--- src/sv/rcl_pkg.sv ---
// rcl_pkg: shared types and constants for the recent contact list
// used by rcl_ctrl, rcl_datapath and recent_contact_list_top
package rcl_pkg;

  localparam int RCL_ENTRIES = 16;
  localparam int ID_W        = 32;
  localparam int CODE_W      = 8;
  localparam int PROF_W      = 32;
  localparam int INDEX_W     = 6;
  localparam int COUNT_W     = 7;
  localparam int EXCH_W      = 17;
  localparam logic [EXCH_W-1:0] EXCH_MAX = 17'd99999;

  typedef enum logic [1:0] {
    MODE_RECORD = 2'd0,
    MODE_READ   = 2'd1,
    MODE_LOOKUP = 2'd2,
    MODE_COUNT  = 2'd3
  } rcl_mode_t;

  typedef enum logic [1:0] {
    ST_IDLE,
    ST_CMP,
    ST_UPD,
    ST_OUT
  } rcl_state_t;

  typedef struct packed {
    logic load;
    logic compare;
    logic update;
  } rcl_cmd_t;

endpackage

--- src/sv/rcl_ctrl.sv ---
// rcl_ctrl: sequencing state machine for the recent contact list
// depends on rcl_pkg; drives rcl_datapath through rcl_cmd_t
module rcl_ctrl (
  input  logic           clk,
  input  logic           rst_n,
  input  logic           start,
  output logic           busy,
  output logic           out_valid,
  output rcl_pkg::rcl_cmd_t cmd
);
  import rcl_pkg::*;

  rcl_state_t state_r;
  rcl_state_t state_nxt;

  always_ff @(posedge clk) begin
    if (!rst_n) begin
      state_r <= ST_IDLE;
    end else begin
      state_r <= state_nxt;
    end
  end

  always_comb begin
    state_nxt   = state_r;
    busy        = 1'b0;
    out_valid   = 1'b0;
    cmd         = '0;
    unique case (state_r)
      ST_IDLE: begin
        if (start) begin
          cmd.load  = 1'b1;
          state_nxt = ST_CMP;
        end
      end
      ST_CMP: begin
        busy        = 1'b1;
        cmd.compare = 1'b1;
        state_nxt   = ST_UPD;
      end
      ST_UPD: begin
        busy       = 1'b1;
        cmd.update = 1'b1;
        state_nxt  = ST_OUT;
      end
      ST_OUT: begin
        out_valid = 1'b1;
        if (start) begin
          cmd.load  = 1'b1;
          state_nxt = ST_CMP;
        end else begin
          state_nxt = ST_IDLE;
        end
      end
      default: state_nxt = ST_IDLE;
    endcase
  end

endmodule

--- src/sv/rcl_datapath.sv ---
// rcl_datapath: entry shift chain, per-entry id comparators, counter, result regs
// depends on rcl_pkg; commanded by rcl_ctrl
module rcl_datapath #(
  parameter int ENTRIES = rcl_pkg::RCL_ENTRIES
) (
  input  logic                         clk,
  input  logic                         rst_n,
  input  rcl_pkg::rcl_cmd_t            cmd,
  input  logic [1:0]                   in_mode,
  input  logic [rcl_pkg::ID_W-1:0]     in_player_id,
  input  logic [rcl_pkg::CODE_W-1:0]   in_origin_code,
  input  logic [rcl_pkg::CODE_W-1:0]   in_view_code,
  input  logic [rcl_pkg::PROF_W-1:0]   in_profile_bits,
  input  logic [rcl_pkg::INDEX_W-1:0]  in_entry_index,
  output logic                         out_hit,
  output logic [rcl_pkg::INDEX_W-1:0]  out_hit_index,
  output logic [rcl_pkg::ID_W-1:0]     out_read_id,
  output logic [rcl_pkg::CODE_W-1:0]   out_read_origin,
  output logic [rcl_pkg::CODE_W-1:0]   out_read_view,
  output logic [rcl_pkg::PROF_W-1:0]   out_read_profile,
  output logic                         out_entry_present,
  output logic [rcl_pkg::COUNT_W-1:0]  out_valid_count,
  output logic [rcl_pkg::EXCH_W-1:0]   out_exchange_count
);
  import rcl_pkg::*;

  localparam int IDX_W = (ENTRIES > 1) ? $clog2(ENTRIES) : 1;
  localparam int CNT_W = $clog2(ENTRIES + 1);

  logic [ID_W-1:0]    ids_r      [ENTRIES];
  logic [CODE_W-1:0]  origins_r  [ENTRIES];
  logic [CODE_W-1:0]  views_r    [ENTRIES];
  logic [PROF_W-1:0]  profiles_r [ENTRIES];
  logic [EXCH_W-1:0]  exch_r;

  rcl_mode_t          mode_r;
  logic [ID_W-1:0]    pid_r;
  logic [CODE_W-1:0]  org_r;
  logic [CODE_W-1:0]  view_r;
  logic [PROF_W-1:0]  prof_r;
  logic [INDEX_W-1:0] idx_r;

  logic [ENTRIES-1:0] match_r;
  logic [ID_W-1:0]    rd_id_r;
  logic [CODE_W-1:0]  rd_org_r;
  logic [CODE_W-1:0]  rd_view_r;
  logic [PROF_W-1:0]  rd_prof_r;
  logic               rd_present_r;

  logic               res_hit_r;
  logic [INDEX_W-1:0] res_idx_r;
  logic [ID_W-1:0]    res_id_r;
  logic [CODE_W-1:0]  res_org_r;
  logic [CODE_W-1:0]  res_view_r;
  logic [PROF_W-1:0]  res_prof_r;
  logic               res_present_r;

  logic               in_range;
  logic [IDX_W-1:0]   rd_addr;
  logic               any_hit;
  logic [IDX_W-1:0]   hit_pos;
  logic [CNT_W-1:0]   lead_cnt;
  logic               do_record;
  logic               hit_mode;

  // input word latch
  always_ff @(posedge clk) begin
    if (cmd.load) begin
      mode_r <= rcl_mode_t'(in_mode);
      pid_r  <= in_player_id;
      org_r  <= in_origin_code;
      view_r <= in_view_code;
      prof_r <= in_profile_bits;
      idx_r  <= in_entry_index;
    end
  end

  assign in_range = {1'b0, idx_r} < COUNT_W'(ENTRIES);
  assign rd_addr  = in_range ? idx_r[IDX_W-1:0] : '0;

  // per-entry comparators and read port
  always_ff @(posedge clk) begin
    if (cmd.compare) begin
      for (int i = 0; i < ENTRIES; i++) begin
        match_r[i] <= (origins_r[i] != '0) && (ids_r[i] == pid_r);
      end
      rd_id_r      <= ids_r[rd_addr];
      rd_org_r     <= origins_r[rd_addr];
      rd_view_r    <= views_r[rd_addr];
      rd_prof_r    <= profiles_r[rd_addr];
      rd_present_r <= in_range && (ids_r[rd_addr] != '0);
    end
  end

  // first matching entry
  always_comb begin
    hit_pos = '0;
    for (int i = ENTRIES - 1; i >= 0; i--) begin
      if (match_r[i]) begin
        hit_pos = IDX_W'(i);
      end
    end
  end
  assign any_hit   = |match_r;
  assign do_record = (mode_r == MODE_RECORD) && (pid_r != '0);
  assign hit_mode  = do_record || (mode_r == MODE_LOOKUP);

  // entry storage: dedup view update or shift-in at the front; exchange counter increment
  always_ff @(posedge clk) begin
    if (!rst_n) begin
      for (int i = 0; i < ENTRIES; i++) begin
        ids_r[i]      <= '0;
        origins_r[i]  <= '0;
        views_r[i]    <= '0;
        profiles_r[i] <= '0;
      end
      exch_r <= '0;
    end else if (cmd.update) begin
      if (do_record) begin
        if (any_hit) begin
          views_r[hit_pos] <= view_r;
        end else begin
          for (int i = ENTRIES - 1; i > 0; i--) begin
            ids_r[i]      <= ids_r[i-1];
            origins_r[i]  <= origins_r[i-1];
            views_r[i]    <= views_r[i-1];
            profiles_r[i] <= profiles_r[i-1];
          end
          ids_r[0]      <= pid_r;
          origins_r[0]  <= org_r;
          views_r[0]    <= view_r;
          profiles_r[0] <= prof_r;
        end
      end
      if ((mode_r == MODE_COUNT) && (exch_r < EXCH_MAX)) begin
        exch_r <= exch_r + EXCH_W'(1);
      end
    end
  end

  // result word
  always_ff @(posedge clk) begin
    if (cmd.update) begin
      res_hit_r <= hit_mode && any_hit;
      res_idx_r <= (hit_mode && any_hit) ? INDEX_W'(hit_pos) : '0;
      if (mode_r == MODE_READ) begin
        res_id_r      <= rd_id_r;
        res_org_r     <= rd_org_r;
        res_view_r    <= rd_view_r;
        res_prof_r    <= rd_prof_r;
        res_present_r <= rd_present_r;
      end else begin
        res_id_r      <= '0;
        res_org_r     <= '0;
        res_view_r    <= '0;
        res_prof_r    <= '0;
        res_present_r <= 1'b0;
      end
    end
  end

  // leading non-empty entries
  always_comb begin
    lead_cnt = CNT_W'(ENTRIES);
    for (int i = ENTRIES - 1; i >= 0; i--) begin
      if (origins_r[i] == '0) begin
        lead_cnt = CNT_W'(i);
      end
    end
  end

  assign out_hit            = res_hit_r;
  assign out_hit_index      = res_idx_r;
  assign out_read_id        = res_id_r;
  assign out_read_origin    = res_org_r;
  assign out_read_view      = res_view_r;
  assign out_read_profile   = res_prof_r;
  assign out_entry_present  = res_present_r;
  assign out_valid_count    = COUNT_W'(lead_cnt);
  assign out_exchange_count = exch_r;

endmodule

--- src/sv/recent_contact_list_top.sv ---
// recent_contact_list_top: most recent first contact list with id dedup
// an accepted word is loaded, then runs the compare and update steps before the result strobe
// no new word is taken during the compare and update steps, while busy is high
// a new word is taken in the result cycle; results cannot be held off
// reset (rst_n low, synchronous) empties all entries and zeroes the counter
// depends on rcl_pkg, rcl_ctrl, rcl_datapath
module recent_contact_list_top #(
  parameter int ENTRIES = rcl_pkg::RCL_ENTRIES
) (
  input  logic                         clk,
  input  logic                         rst_n,
  input  logic                         start,
  output logic                         busy,
  input  logic [1:0]                   in_mode,
  input  logic [rcl_pkg::ID_W-1:0]     in_player_id,
  input  logic [rcl_pkg::CODE_W-1:0]   in_origin_code,
  input  logic [rcl_pkg::CODE_W-1:0]   in_view_code,
  input  logic [rcl_pkg::PROF_W-1:0]   in_profile_bits,
  input  logic [rcl_pkg::INDEX_W-1:0]  in_entry_index,
  output logic                         out_valid,
  output logic                         out_hit,
  output logic [rcl_pkg::INDEX_W-1:0]  out_hit_index,
  output logic [rcl_pkg::ID_W-1:0]     out_read_id,
  output logic [rcl_pkg::CODE_W-1:0]   out_read_origin,
  output logic [rcl_pkg::CODE_W-1:0]   out_read_view,
  output logic [rcl_pkg::PROF_W-1:0]   out_read_profile,
  output logic                         out_entry_present,
  output logic [rcl_pkg::COUNT_W-1:0]  out_valid_count,
  output logic [rcl_pkg::EXCH_W-1:0]   out_exchange_count
);
  import rcl_pkg::*;

  rcl_cmd_t cmd;

  rcl_ctrl u_ctrl (
    .clk       (clk),
    .rst_n     (rst_n),
    .start     (start),
    .busy      (busy),
    .out_valid (out_valid),
    .cmd       (cmd)
  );

  rcl_datapath #(
    .ENTRIES (ENTRIES)
  ) u_datapath (
    .clk                (clk),
    .rst_n              (rst_n),
    .cmd                (cmd),
    .in_mode            (in_mode),
    .in_player_id       (in_player_id),
    .in_origin_code     (in_origin_code),
    .in_view_code       (in_view_code),
    .in_profile_bits    (in_profile_bits),
    .in_entry_index     (in_entry_index),
    .out_hit            (out_hit),
    .out_hit_index      (out_hit_index),
    .out_read_id        (out_read_id),
    .out_read_origin    (out_read_origin),
    .out_read_view      (out_read_view),
    .out_read_profile   (out_read_profile),
    .out_entry_present  (out_entry_present),
    .out_valid_count    (out_valid_count),
    .out_exchange_count (out_exchange_count)
  );

  a_accept_to_result: assert property (@(posedge clk) disable iff (!rst_n)
    (start && !busy) |-> ##3 out_valid)
    else $error("accepted word produced no result strobe");

  a_result_after_work: assert property (@(posedge clk) disable iff (!rst_n)
    out_valid |-> $past(busy))
    else $error("result strobe without preceding work");

  a_counter_bound: assert property (@(posedge clk) disable iff (!rst_n)
    out_exchange_count <= EXCH_MAX)
    else $error("exchange counter past its limit");

endmodule

--- config.mk ---
export PLATFORM = sky130hd
export DESIGN_NAME = recent_contact_list_top
export DESIGN_NICKNAME = d
export VERILOG_FILES = /design/src/sv/rcl_pkg.sv /design/src/sv/rcl_ctrl.sv /design/src/sv/rcl_datapath.sv /design/src/sv/recent_contact_list_top.sv
export SDC_FILE = /design/constraint.sdc
export NUM_CORES = 2
export LEC_CHECK = 0
export BUFFER_PORTS_ARGS = -buffer_cell sky130_fd_sc_hd__buf_2
export CORE_MARGIN = 2
export CORE_UTILIZATION = 50
export CTS_CLUSTER_SIZE = 20
export DETAILED_ROUTE_END_ITERATION = 8
export GPL_TIMING_DRIVEN = 0
export PLACE_DENSITY = 0.66
export SLEW_MARGIN = 25
export SYNTH_ARGS = -nofsm -noshare
export SYNTH_HDL_FRONTEND = slang
export SYNTH_SLANG_ARGS = --single-unit
export TNS_END_PERCENT = 100
--- constraint.sdc ---
create_clock -name clk -period 48.4 [get_ports clk]
set_input_delay 7.26 -clock clk [delete_from_list [all_inputs] [get_ports clk]]
set_output_delay 7.26 -clock clk [all_outputs]
set_load 0.02 [all_outputs]
==> results.md <==
- Status: finished, final reports clean
- Multi-input logic area: 25200 um2
- DR iter-0 viols: 7460
- Synth Area per Inst: 12.3 um2
- Asr flop ratio synth: 0
- Clk pin slew, worst setup/hold paths: 0.07 ns
- Total Wirelength: 290000 um
- Initial antenna violation count: 30
- Tmin final: 11.66 ns
- Most common cell in the netlist: edfxtp_1
- Routability cong.: 1.04
- Synth cell types: 60
- Final instance area: 83600 um2
- Io pins: 205
- Static Leak: 0.0305 uW
- Clk sinks: 1570
- Placed Instance Area: 78300 um2
- Row count: 141
- Antenna viol nets, final: 0
- CP max FO: 4
- Filler instances: 12400
- Initial core utilization: 0.502
- Tcrit/Tclk final: 0.241
- Vias in the first global route: 50700
- Crit Path Class: reg2out
- Die W: 389 um
- DR vias/cell: 6.31
- Inst Count DP: 8170
- Total die area: 151000 um2
- Via count: 53500
- Max Clock Freq: 0.0858 GHz
- Pwr Total: 4050 uW
- P per Cell Area: 48.5 nW/um2
- Endpoints failing hold: 0
- Worst vdd ir: 0.0000450 V
- Clk_skew: 0.0511 ns
- Ranking of synthesized cells by area: edfxtp_1, and2_1, xor2_1
- Max Root-Sink Buffers: 3
- Total number of H-tree levels: 4
- Crit-path slowest cell: nor2_1
- Synth Warn #: 0
- CP Launch Type: flip-flop
- Worst skew pair latency: 0.83 ns
- CP max stage delay: 0.82 ns
- EDFF count, synth: 1551
- Post-synthesis sequential area ratio: 0.634
- Cells after synthesis: 6003
- Gr usage total: 0.378
- Required time of the critical path: 41.14 ns
- Nets@finish: 6508
- Post-CTS Hold Buffers: 0
- Max-Cap Viols: 0
- Synthesized cell area: 74000 um2
- TritonCTS buffer count: 169
- Yosys top cell by area: edfxtp_1
- Synth cell count leaders: edfxtp_1, and2_1, nand2_1
- Sequential cell area: 47000 um2
- # Post-CTS Setup Buffers: 0
- CTS Root Cell: clkbuf_16
- CP arrival: 4.40 ns
- Hold crit path type: reg2reg
- Area grow syn2layout: 12.9%
- Crit path capture type: primary output
- Top delay family on crit path: simple AND/OR/NAND/NOR gates
- RSZ-0062 raised after global routing: false
- Floorplan Core Area: 147000 um2
- Slew @ Worst Pin: 1.17 ns
- Final Instance Count excl. Fillers: 8476
- DRT Pass-1 Iters: 7
- Slew HR: 0.218
- Hpwl dp: 218000 um
- Die Height: 389 um
- Ys flop type: edfxtp_1
- Share of cells above drive strength 1: 0.0966
- Max Slew Vio Count: 0
- Global-route wire length before repair: 395000 um
- Synth Register Bits: 1570
- Finish-stage setup viols: 0
- Most frequent CP cell: a21oi_1
- Worst-path cell chain: or4_1, nor2_1, a21oi_1, o22ai_1, a21oi_1, or3_1, a21oi_1, o31a_1, buf_2
- Post-synth top area share: 0.629
- DRC viols: 0
- Setup_tns: 0 ns
- DR WL/cell: 34.2 um
- Buffers on Ports: 200
- TritonCTS clock tree: built
- Largest net degree at the start of global routing: 104
- CTS resizes: 0
- Worst Path Buf+Inv: 1
- GRT Residual Overflow: 0
==> state kept, by name (all words and copies together), names as in the netlist, 128 cells and up <==
name / flops
u_datapath.ids_r: 512
u_datapath.profiles_r: 512
u_datapath.origins_r: 128
u_datapath.views_r: 128
==> cell type report <==
type,count,area share
antenna,5,0.000150
buffer,456,0.0234
inverter,18,0.000898
sequential,1570,0.562
multi-input combinational,3962,0.301
clock inverter,84,0.00855
timing repair buffer,234,0.0213
clock buffer,217,0.0535
tap,1930,0.0289
==> worst reg2reg max path, cell delays in order (launching register included) <==
cell and delay (ns):
dfxtp_1 0.39, inv_1 0.18, ha_4 0.31, buf_16 0.24, buf_16 0.38, nor4b_1 0.71
a31oi_1 0.51, buf_1 0.42, inv_8 0.53, buf_16 0.49, buf_16 0.45, buf_16 0.49
==> layer usage <==
metal | up-vias | GRT usage | part of all wire
met3 | 860 | 0.0929 | 0.10
met4 | 22 | 0.226 | 0.071
li1 | 22700 | - | -
met2 | 3424 | 0.588 | 0.45
met1 | 26500 | 0.479 | 0.37
met5 | - | 0 | 0.00053
==> path summary, 6_finish.rpt <==
path                                from                             to  slack (ns)  cells after the start
max          u_datapath.origins_r[15][2]             out_valid_count[0]       36.74                      9
min               u_datapath.rd_id_r[23]     u_datapath.out_read_id[23]        0.51                      1
max reg2reg            u_ctrl.state_r[0]  u_datapath.profiles_r[15][11]       42.83                     11
min reg2reg       u_datapath.rd_id_r[23]     u_datapath.out_read_id[23]        0.51                      1
==> cell families (layout without fill, tap and decap cells) <==
family / Yosys count / in the layout / share of synthesized area
simple gates: 2359 / 2359 / 0.175
buf+inv: 474 / 1009 / 0.0266
fa+ha+maj: 6 / 6 / 0.00101
xor+xnor: 522 / 522 / 0.0618
mux: 115 / 115 / 0.0156
compound gates: 956 / 956 / 0.0857
other cells: 1 / 9 / 0.0000507
flops: 1570 / 1570 / 0.634
==> stage by stage <==
stage / hold slack (ns) / utilization / setup slack, ns
2_1_floorplan: 0.497 / - / 17.09
3_3_place_gp: 0.504 / 0.526 / 5.94
3_5_place_dp: 0.502 / 0.532 / 36.46
4_1_cts: 0.516 / 0.567 / 36.93
5_1_grt: 0.524 / 0.567 / 36.76
6_report: 0.513 / 0.567 / 36.74
==> placed cells by master, fill, tap and decap left out, types with 31 or more instances in the layout <==
| cell type | n |
|---|---|
| a211oi_1 | 31 |
| a21oi_1 | 183 |
| a221oi_1 | 45 |
| a22o_1 | 38 |
| a311oi_1 | 144 |
| a31oi_1 | 52 |
| and2_1 | 1252 |
| buf_2 | 327 |
| clkbuf_1 | 322 |
| clkbuf_16 | 172 |
| clkinv_1 | 42 |
| edfxtp_1 | 1551 |
| mux2i_1 | 113 |
| nand2_1 | 607 |
| nand3b_1 | 31 |
| nand4_1 | 35 |
| nor2_1 | 114 |
| nor3_1 | 58 |
| nor4_1 | 148 |
| o21ai_0 | 167 |
| o22ai_1 | 193 |
| xnor2_1 | 73 |
| xor2_1 | 449 |
==> power breakdown <==
part | total, uW | switching, uW | leakage [uW] | internal [uW]
Combinational | 1060 | 798 | 0.0120 | 261
Clock | 1250 | 559 | 0.00253 | 696
Sequential | 1730 | 89.2 | 0.0159 | 1650
Total | 4050 | 1450 | 0.0305 | 2600
Note: power is estimated with default switching activity, not from simulation.
